### src/sv/qpt_pkg.sv
package qpt_pkg;

  localparam int unsigned CharW = 8;

  localparam logic [CharW-1:0] ChBackslash = 8'h5C;
  localparam logic [CharW-1:0] ChDquote    = 8'h22;
  localparam logic [CharW-1:0] ChSquote    = 8'h27;
  localparam logic [CharW-1:0] ChLetterN   = 8'h6E;
  localparam logic [CharW-1:0] ChNewline   = 8'h0A;
  localparam logic [CharW-1:0] ChSpace     = 8'h20;
  localparam logic [CharW-1:0] ChTab       = 8'h09;
  localparam logic [CharW-1:0] ChCr        = 8'h0D;

  typedef enum logic [1:0] {
    ERR_NONE     = 2'd0,
    ERR_ESCAPE   = 2'd1,
    ERR_TRAIL_BS = 2'd2,
    ERR_UNCLOSED = 2'd3
  } err_e;

  // space, tab, newline, vertical tab, form feed, carriage return
  function automatic logic is_blank(input logic [CharW-1:0] c);
    return (c == ChSpace) || (c inside {[ChTab:ChCr]});
  endfunction

endpackage

### src/sv/qpt_in_if.sv
interface qpt_in_if;
  logic                      valid;
  logic                      ready;
  logic [qpt_pkg::CharW-1:0] char_in;
  logic                      line_last;

  modport source (output valid, output char_in, output line_last, input ready);
  modport sink   (input valid, input char_in, input line_last, output ready);
endinterface

### src/sv/qpt_out_if.sv
interface qpt_out_if;
  logic                      valid;
  logic                      ready;
  logic                      char_valid;
  logic [qpt_pkg::CharW-1:0] char_out;
  logic                      token_end;
  logic                      line_done;
  logic [1:0]                error_code;

  modport source (output valid, output char_valid, output char_out, output token_end,
                  output line_done, output error_code, input ready);
  modport sink   (input valid, input char_valid, input char_out, input token_end,
                  input line_done, input error_code, output ready);
endinterface

### src/sv/quoted_param_tokenizer.sv
// quoted parameter tokenizer
// in_i carries one byte of a parameter line per item, with line_last set on
// the final byte of the line. out_o carries at most one result item per input
// item: a parameter character (char_valid, char_out), a parameter end mark
// (token_end), a line end mark (line_done) or an error code (error_code).
// bytes that report nothing (whitespace between parameters, opening quotes,
// escaping backslashes, bytes after an error) give no result item at all.
// a result is registered and appears on out_o in the cycle after its byte is accepted.
// throughput: one byte per cycle unless out_o stalls, set by the single result
// register; the per-byte decode is a few compares against the scan state.
// stall: while a result waits on out_o with ready low, in_i.ready is low;
// in_i.ready comes back in the same cycle the waiting result is taken.
// reset: rst_ni clears the scan state (skipping whitespace, no open quote,
// no pending escape, no error) and empties the result register.
// every line end returns the scan state to its reset value as well.
module quoted_param_tokenizer (
  input  logic clk_i,
  input  logic rst_ni,
  qpt_in_if.sink    in_i,
  qpt_out_if.source out_o
);

  typedef enum logic [1:0] {
    MODE_SKIP   = 2'd0,
    MODE_PLAIN  = 2'd1,
    MODE_QUOTED = 2'd2
  } mode_e;

  // scan state
  mode_e mode_q, mode_d;
  logic  quote_dbl_q, quote_dbl_d;
  logic  esc_q, esc_d;
  logic  err_lat_q, err_lat_d;

  // result register
  logic                      out_valid_q, out_valid_d;
  logic                      char_valid_q, char_valid_d;
  logic [qpt_pkg::CharW-1:0] char_out_q, char_out_d;
  logic                      token_end_q, token_end_d;
  logic                      line_done_q, line_done_d;
  qpt_pkg::err_e             err_code_q, err_code_d;

  logic                      in_acc;
  logic                      emit;
  logic [qpt_pkg::CharW-1:0] c;
  logic                      last;
  logic                      closer_hit;

  assign in_i.ready = !out_valid_q || out_o.ready;
  assign in_acc     = in_i.valid && in_i.ready;
  assign c          = in_i.char_in;
  assign last       = in_i.line_last;
  assign closer_hit = quote_dbl_q ? (c == qpt_pkg::ChDquote) : (c == qpt_pkg::ChSquote);

  // per-byte decode
  always_comb begin
    mode_d       = mode_q;
    quote_dbl_d  = quote_dbl_q;
    esc_d        = 1'b0;
    err_lat_d    = err_lat_q;
    char_valid_d = 1'b0;
    char_out_d   = '0;
    token_end_d  = 1'b0;
    line_done_d  = last;
    err_code_d   = qpt_pkg::ERR_NONE;

    if (err_lat_q) begin
      // rest of the line is dropped, only the line end is reported
    end else if (esc_q) begin
      if (c == qpt_pkg::ChLetterN) begin
        char_valid_d = 1'b1;
        char_out_d   = qpt_pkg::ChNewline;
      end else if (c == qpt_pkg::ChSquote || c == qpt_pkg::ChDquote ||
                   c == qpt_pkg::ChBackslash) begin
        char_valid_d = 1'b1;
        char_out_d   = c;
      end else begin
        err_code_d = qpt_pkg::ERR_ESCAPE;
      end
      if (err_code_d == qpt_pkg::ERR_NONE && last) begin
        if (mode_q == MODE_QUOTED) err_code_d = qpt_pkg::ERR_UNCLOSED;
        else                       token_end_d = 1'b1;
      end
    end else begin
      case (mode_q)
        MODE_PLAIN: begin
          if (qpt_pkg::is_blank(c)) begin
            token_end_d = 1'b1;
            mode_d      = MODE_SKIP;
          end else if (c == qpt_pkg::ChBackslash) begin
            esc_d = 1'b1;
            if (last) err_code_d = qpt_pkg::ERR_TRAIL_BS;
          end else begin
            char_valid_d = 1'b1;
            char_out_d   = c;
            token_end_d  = last;
          end
        end
        MODE_QUOTED: begin
          if (closer_hit) begin
            token_end_d = 1'b1;
            mode_d      = MODE_SKIP;
            quote_dbl_d = 1'b0;
          end else if (c == qpt_pkg::ChBackslash) begin
            esc_d = 1'b1;
            if (last) err_code_d = qpt_pkg::ERR_TRAIL_BS;
          end else begin
            char_valid_d = 1'b1;
            char_out_d   = c;
            if (last) err_code_d = qpt_pkg::ERR_UNCLOSED;
          end
        end
        default: begin
          // skipping whitespace
          if (qpt_pkg::is_blank(c)) begin
            // separator, nothing to report
          end else if (c == qpt_pkg::ChDquote || c == qpt_pkg::ChSquote) begin
            mode_d      = MODE_QUOTED;
            quote_dbl_d = (c == qpt_pkg::ChDquote);
            if (last) err_code_d = qpt_pkg::ERR_UNCLOSED;
          end else if (c == qpt_pkg::ChBackslash) begin
            mode_d = MODE_PLAIN;
            esc_d  = 1'b1;
            if (last) err_code_d = qpt_pkg::ERR_TRAIL_BS;
          end else begin
            mode_d       = MODE_PLAIN;
            char_valid_d = 1'b1;
            char_out_d   = c;
            token_end_d  = last;
          end
        end
      endcase
    end

    // an error replaces whatever the byte would give
    if (err_code_d != qpt_pkg::ERR_NONE) begin
      char_valid_d = 1'b0;
      char_out_d   = '0;
      token_end_d  = 1'b0;
      if (!last) err_lat_d = 1'b1;
    end

    // line end returns everything to reset
    if (last) begin
      mode_d      = MODE_SKIP;
      quote_dbl_d = 1'b0;
      esc_d       = 1'b0;
      err_lat_d   = 1'b0;
    end

    emit = char_valid_d || token_end_d || line_done_d ||
           (err_code_d != qpt_pkg::ERR_NONE);

    // result register: load on a reporting byte, drop when taken
    if (in_acc) out_valid_d = emit;
    else if (out_o.ready) out_valid_d = 1'b0;
    else out_valid_d = out_valid_q;
  end

  always_ff @(posedge clk_i or negedge rst_ni) begin
    if (!rst_ni) begin
      mode_q      <= MODE_SKIP;
      quote_dbl_q <= 1'b0;
      esc_q       <= 1'b0;
      err_lat_q   <= 1'b0;
      out_valid_q <= 1'b0;
    end else begin
      out_valid_q <= out_valid_d;
      if (in_acc) begin
        mode_q      <= mode_d;
        quote_dbl_q <= quote_dbl_d;
        esc_q       <= esc_d;
        err_lat_q   <= err_lat_d;
      end
    end
  end

  // payload, no reset needed
  always_ff @(posedge clk_i) begin
    if (in_acc && emit) begin
      char_valid_q <= char_valid_d;
      char_out_q   <= char_out_d;
      token_end_q  <= token_end_d;
      line_done_q  <= line_done_d;
      err_code_q   <= err_code_d;
    end
  end

  assign out_o.valid      = out_valid_q;
  assign out_o.char_valid = char_valid_q;
  assign out_o.char_out   = char_out_q;
  assign out_o.token_end  = token_end_q;
  assign out_o.line_done  = line_done_q;
  assign out_o.error_code = err_code_q;

endmodule

### src/flat_wrapper.sv
// flat-port wrapper written by rule: the top's interface ports become plain ports
module quoted_param_tokenizer_flat 
  (clk_i, rst_ni, in_i_valid, in_i_char_in, in_i_line_last, in_i_ready, out_o_valid, out_o_char_valid, out_o_char_out, out_o_token_end, out_o_line_done, out_o_error_code, out_o_ready);
  qpt_in_if in_i_i ();
  qpt_out_if out_o_i ();
  input  logic clk_i;
  input  logic rst_ni;
  input wire logic [$bits(in_i_i.valid)-1:0] in_i_valid;
  input wire logic [$bits(in_i_i.char_in)-1:0] in_i_char_in;
  input wire logic [$bits(in_i_i.line_last)-1:0] in_i_line_last;
  output wire logic [$bits(in_i_i.ready)-1:0] in_i_ready;
  output wire logic [$bits(out_o_i.valid)-1:0] out_o_valid;
  output wire logic [$bits(out_o_i.char_valid)-1:0] out_o_char_valid;
  output wire logic [$bits(out_o_i.char_out)-1:0] out_o_char_out;
  output wire logic [$bits(out_o_i.token_end)-1:0] out_o_token_end;
  output wire logic [$bits(out_o_i.line_done)-1:0] out_o_line_done;
  output wire logic [$bits(out_o_i.error_code)-1:0] out_o_error_code;
  input wire logic [$bits(out_o_i.ready)-1:0] out_o_ready;
  assign in_i_i.valid = in_i_valid;
  assign in_i_i.char_in = in_i_char_in;
  assign in_i_i.line_last = in_i_line_last;
  assign in_i_ready = in_i_i.ready;
  assign out_o_valid = out_o_i.valid;
  assign out_o_char_valid = out_o_i.char_valid;
  assign out_o_char_out = out_o_i.char_out;
  assign out_o_token_end = out_o_i.token_end;
  assign out_o_line_done = out_o_i.line_done;
  assign out_o_error_code = out_o_i.error_code;
  assign out_o_i.ready = out_o_ready;
  quoted_param_tokenizer u_core (.clk_i(clk_i), .rst_ni(rst_ni), .in_i(in_i_i), .out_o(out_o_i));
endmodule
### config.mk
export PLATFORM = sky130hd
export DESIGN_NAME = quoted_param_tokenizer_flat
export DESIGN_NICKNAME = d
export VERILOG_FILES = /design/src/sv/qpt_pkg.sv /design/src/sv/qpt_in_if.sv /design/src/sv/qpt_out_if.sv /design/src/sv/quoted_param_tokenizer.sv /design/src/flat_wrapper.sv
export SDC_FILE = /design/constraint.sdc
export NUM_CORES = 1
export LEC_CHECK = 0
export ABC_AREA = 1
export BUFFER_PORTS_ARGS = -buffer_cell sky130_fd_sc_hd__buf_2
export CORE_UTILIZATION = 52
export CTS_BUF_LIST = sky130_fd_sc_hd__clkbuf_2
export CTS_CLUSTER_SIZE = 20
export DETAILED_ROUTE_END_ITERATION = 10
export PLACE_DENSITY = 0.77
export SLEW_MARGIN = 20
export SYNTH_ARGS = -nofsm -noshare
export SYNTH_HDL_FRONTEND = slang
export SYNTH_SLANG_ARGS = --single-unit
### constraint.sdc
create_clock -name clk_i -period 2.5 [get_ports clk_i]
set_input_delay 0.125 -clock clk_i [delete_from_list [all_inputs] [get_ports clk_i]]
set_output_delay 0.125 -clock clk_i [all_outputs]
set_load 0.01 [all_outputs]
==> flow_summary.toml <==
[outcome]
outcome = "finished clean"

[critical_path]
path_depth_of_the_worst_reg2reg_path = 13
critical_path.reg2reg.startpoint = "u_core.mode_q[0]$_DFFE_PN0P_"
critPathMaxFanout = 13
internal_reg_to_reg_setup_slack_ns = 0.27
critical_path.endpoint_type = "flop"
critical_path.startpoint_type = "flop"
worst_ep_arrival_time_ns = 2.22
crit-reg2reg-capture = "u_core.out_o.token_end$_DFFE_PP_"
path_class = "flop to flop"
worst-endpoint-required_ns = 2.49

[yosys]
netlist_area_um2 = 1305
synth-warning-count = 0
synth.distinct_cells = 24
postSynthCellCount = 174
synth.net_count = 189
postSynthRegisterBits = 19
avgSynthCellArea_um2 = 7.500
synth.yosys.seq_area_share_pct = 41.42

[global_routing]
pin_count_of_the_biggest_net_entering_global_routing = 14
grt_pass1_vias = 1103
grt_first_pass_wirelength_mm = 4.774
global_route.overflow_total = 0
antenna_found_initial = 0
track_usage_pct = 24.60

[cts]
cts_inserted_buffers = 3
cts_hold_buf = 1
htree_levels = 1
clock_tree.root_cell = "sky130_fd_sc_hd__clkbuf_2"
cts-root-to-sink-buffers = 2
cts_setup_buffers = 0
clock_sink_count = 19
clk_pin_slew_ns = 0.19
cts_repair_resize_count = 0
cts_tree = "yes"
clkLatencyLatePin_ns = 0.32

[final_layout]
largest_reg_flops = 8
postLayoutCoreUtil_pct = 65.36
final_layout_net_count = 221
antenna_cells = 0
drive_gt1_share_pct = 27.80
synthToLayoutAreaGrowth_pct = 15.05
fillCellCount = 200

[job]
maxCapViolations = 0

[drt]
totalWireLength_mm = 2.849
vias = 1234
drt-wirelength-per-cell_um = 12.23
drt-pass1-iter-count = 4
drc = 0
drt.antenna.violating_nets = 0
drt_first_iter_violations = 48
vias_per_cell = 5.296

[timing]
setup_tns_ns = 0
skew_ns = 0.01204
timing_max_transition_violations_final = 0
worst_pin_slew_ns = 0.4545
layout_min_cycle_time_ns = 2.233
rsz0062_at_grt = "false"
fmax_mhz = 447.8
fin_crit_sh_pct = 89.33
hold_violations = 0
relSlewSlack_pct = 69.67
fin_hold_ws_ns = 0.1169
setup_viol_count_final = 0

[die]
fp.dieArea_um2 = 2714
rows = 17
initial_utilization_pct = 56.81
chipHeight_um = 52.10
design.core.area_um2 = 2297
io_pins = 28
die_x_um = 52.10

[hold_path]
hp-class = "primary input to asynchronous set/reset pin"

[pwr]
peakVddDrop_v = 0.0005736
power.total_w = 0.001180
power.static_leakage_nw = 0.8060
power_density_nw_per_um2 = 785.9

[place]
globalplace.congestion = 0.9112
io_buffer_count = 27
post-dp-hpwl_mm = 2.358
[cell type report]
class | instances | area (um^2) | area share [%]
tap | 28 | 35.03 | 2.333
clock buffer | 3 | 15.01 | 1.000
inverter | 32 | 122.6 | 8.167
sequential | 19 | 540.5 | 36.00
timing repair buffer | 28 | 145.1 | 9.667
multi-input combinational | 122 | 638.1 | 42.50
clock inverter | 1 | 5.005 | 0.3333
[cell usage after synthesis]
master | count | area, um^2
sky130_fd_sc_hd__o21ai_2 | 1 | 8.760
sky130_fd_sc_hd__edfxtp_1 | 13 | 390.4
sky130_fd_sc_hd__o21ai_0 | 6 | 30.03
sky130_fd_sc_hd__nor2_2 | 2 | 12.51
sky130_fd_sc_hd__nand2_2 | 8 | 50.05
sky130_fd_sc_hd__inv_2 | 4 | 15.01
sky130_fd_sc_hd__nand3_1 | 11 | 55.05
sky130_fd_sc_hd__nand2_4 | 3 | 33.78
sky130_fd_sc_hd__o32ai_1 | 1 | 8.760
sky130_fd_sc_hd__a21oi_1 | 4 | 20.02
sky130_fd_sc_hd__dfrtp_1 | 6 | 150.1
sky130_fd_sc_hd__o22ai_1 | 1 | 6.260
sky130_fd_sc_hd__nor2_1 | 14 | 52.55
sky130_fd_sc_hd__nand3_2 | 4 | 40.04
sky130_fd_sc_hd__o31ai_1 | 1 | 7.510
sky130_fd_sc_hd__nor2_4 | 3 | 33.78
sky130_fd_sc_hd__nand2_1 | 48 | 180.2
sky130_fd_sc_hd__nand4_1 | 5 | 31.28
sky130_fd_sc_hd__inv_4 | 1 | 6.260
sky130_fd_sc_hd__nor3_1 | 7 | 35.03
sky130_fd_sc_hd__o211ai_1 | 1 | 7.510
sky130_fd_sc_hd__clkbuf_1 | 1 | 3.750
sky130_fd_sc_hd__ha_1 | 2 | 25.02
sky130_fd_sc_hd__inv_1 | 27 | 101.4
[where the power goes]
| part | switching, W | internal (W) |
|---|---|---|
| clock network | 0.0000980 | 0.0000363 |
| registers | 0.0000237 | 0.000454 |
| logic | 0.000377 | 0.000191 |
| total | 0.000499 | 0.000681 |
[layout by cell type (no fill, tap or decap), types with 5 or more instances in the layout]
| cell | instances |
|---|---|
| sky130_fd_sc_hd__buf_2 | 27 |
| sky130_fd_sc_hd__dfrtp_1 | 6 |
| sky130_fd_sc_hd__edfxtp_1 | 13 |
| sky130_fd_sc_hd__inv_1 | 27 |
| sky130_fd_sc_hd__nand2_1 | 48 |
| sky130_fd_sc_hd__nand2_2 | 8 |
| sky130_fd_sc_hd__nand3_1 | 11 |
| sky130_fd_sc_hd__nand4_1 | 5 |
| sky130_fd_sc_hd__nor2_1 | 14 |
| sky130_fd_sc_hd__nor3_1 | 7 |
| sky130_fd_sc_hd__o21ai_0 | 6 |
[cells by family after synthesis]
| group | synth area share, % |
|---|---|
| AO/OA/AOI/OAI | 6.808 |
| adder cells (fa/ha/maj) | 1.917 |
| buffers and inverters | 9.684 |
| flip-flops | 41.42 |
| AND/OR/NAND/NOR | 40.17 |
[worst max-delay path: stages (launching register included)]
cell	delay [ns]
sky130_fd_sc_hd__dfrtp_1	0.40
sky130_fd_sc_hd__inv_1	0.06
sky130_fd_sc_hd__ha_1	0.36
sky130_fd_sc_hd__nand2_1	0.12
sky130_fd_sc_hd__inv_1	0.06
sky130_fd_sc_hd__nor2_1	0.08
sky130_fd_sc_hd__nand2_1	0.06
sky130_fd_sc_hd__nand2_1	0.07
sky130_fd_sc_hd__nand2_2	0.08
sky130_fd_sc_hd__nand2_4	0.10
sky130_fd_sc_hd__inv_4	0.05
sky130_fd_sc_hd__nand4_1	0.06
sky130_fd_sc_hd__nand2_1	0.07
sky130_fd_sc_hd__inv_1	0.35
[worst max-delay path by stage]
stage	startpoint	endpoint	slack (ns)	cells after the start
2_1_floorplan	u_core.mode_q[0]$_DFFE_PN0P_	u_core.out_o.char_out[0]$_SDFFCE_PP0P_	0.52	13
3_3_place_gp	u_core.mode_q[0]$_DFFE_PN0P_	u_core.out_o.char_out[2]$_SDFFCE_PP0P_	0.41	13
3_5_place_dp	u_core.mode_q[0]$_DFFE_PN0P_	u_core.out_o.char_out[4]$_SDFFCE_PP0P_	0.30	13
4_1_cts	u_core.mode_q[0]$_DFFE_PN0P_	u_core.out_o.token_end$_DFFE_PP_	0.28	13
5_1_grt	u_core.mode_q[0]$_DFFE_PN0P_	u_core.out_o.line_done$_DFFE_PP_	0.11	12
6_report	u_core.mode_q[0]$_DFFE_PN0P_	u_core.out_o.token_end$_DFFE_PP_	0.27	13
[metrics by stage]
step / worst slack, ns / instances / area, um^2
6_report: 0.2667 / 233 / 1501
2_1_floorplan: 0.5191 / 174 / 1305
4_1_cts: 0.2773 / 233 / 1501
3_3_place_gp: 0.4055 / 228 / 1471
5_1_grt: 0.1074 / 233 / 1501
3_5_place_dp: 0.2980 / 228 / 1471
[layer usage]
layer  track usage, %  vias to the layer above  share of wire [%]
met5                0                        -                  0
met4            9.910                        0                2.1
met3            3.801                        9                4.6
met2            43.16                       50                 51
met1            29.63                      549                 43
li1                 -                      626                  -
Power figures use the tool's default switching activity.
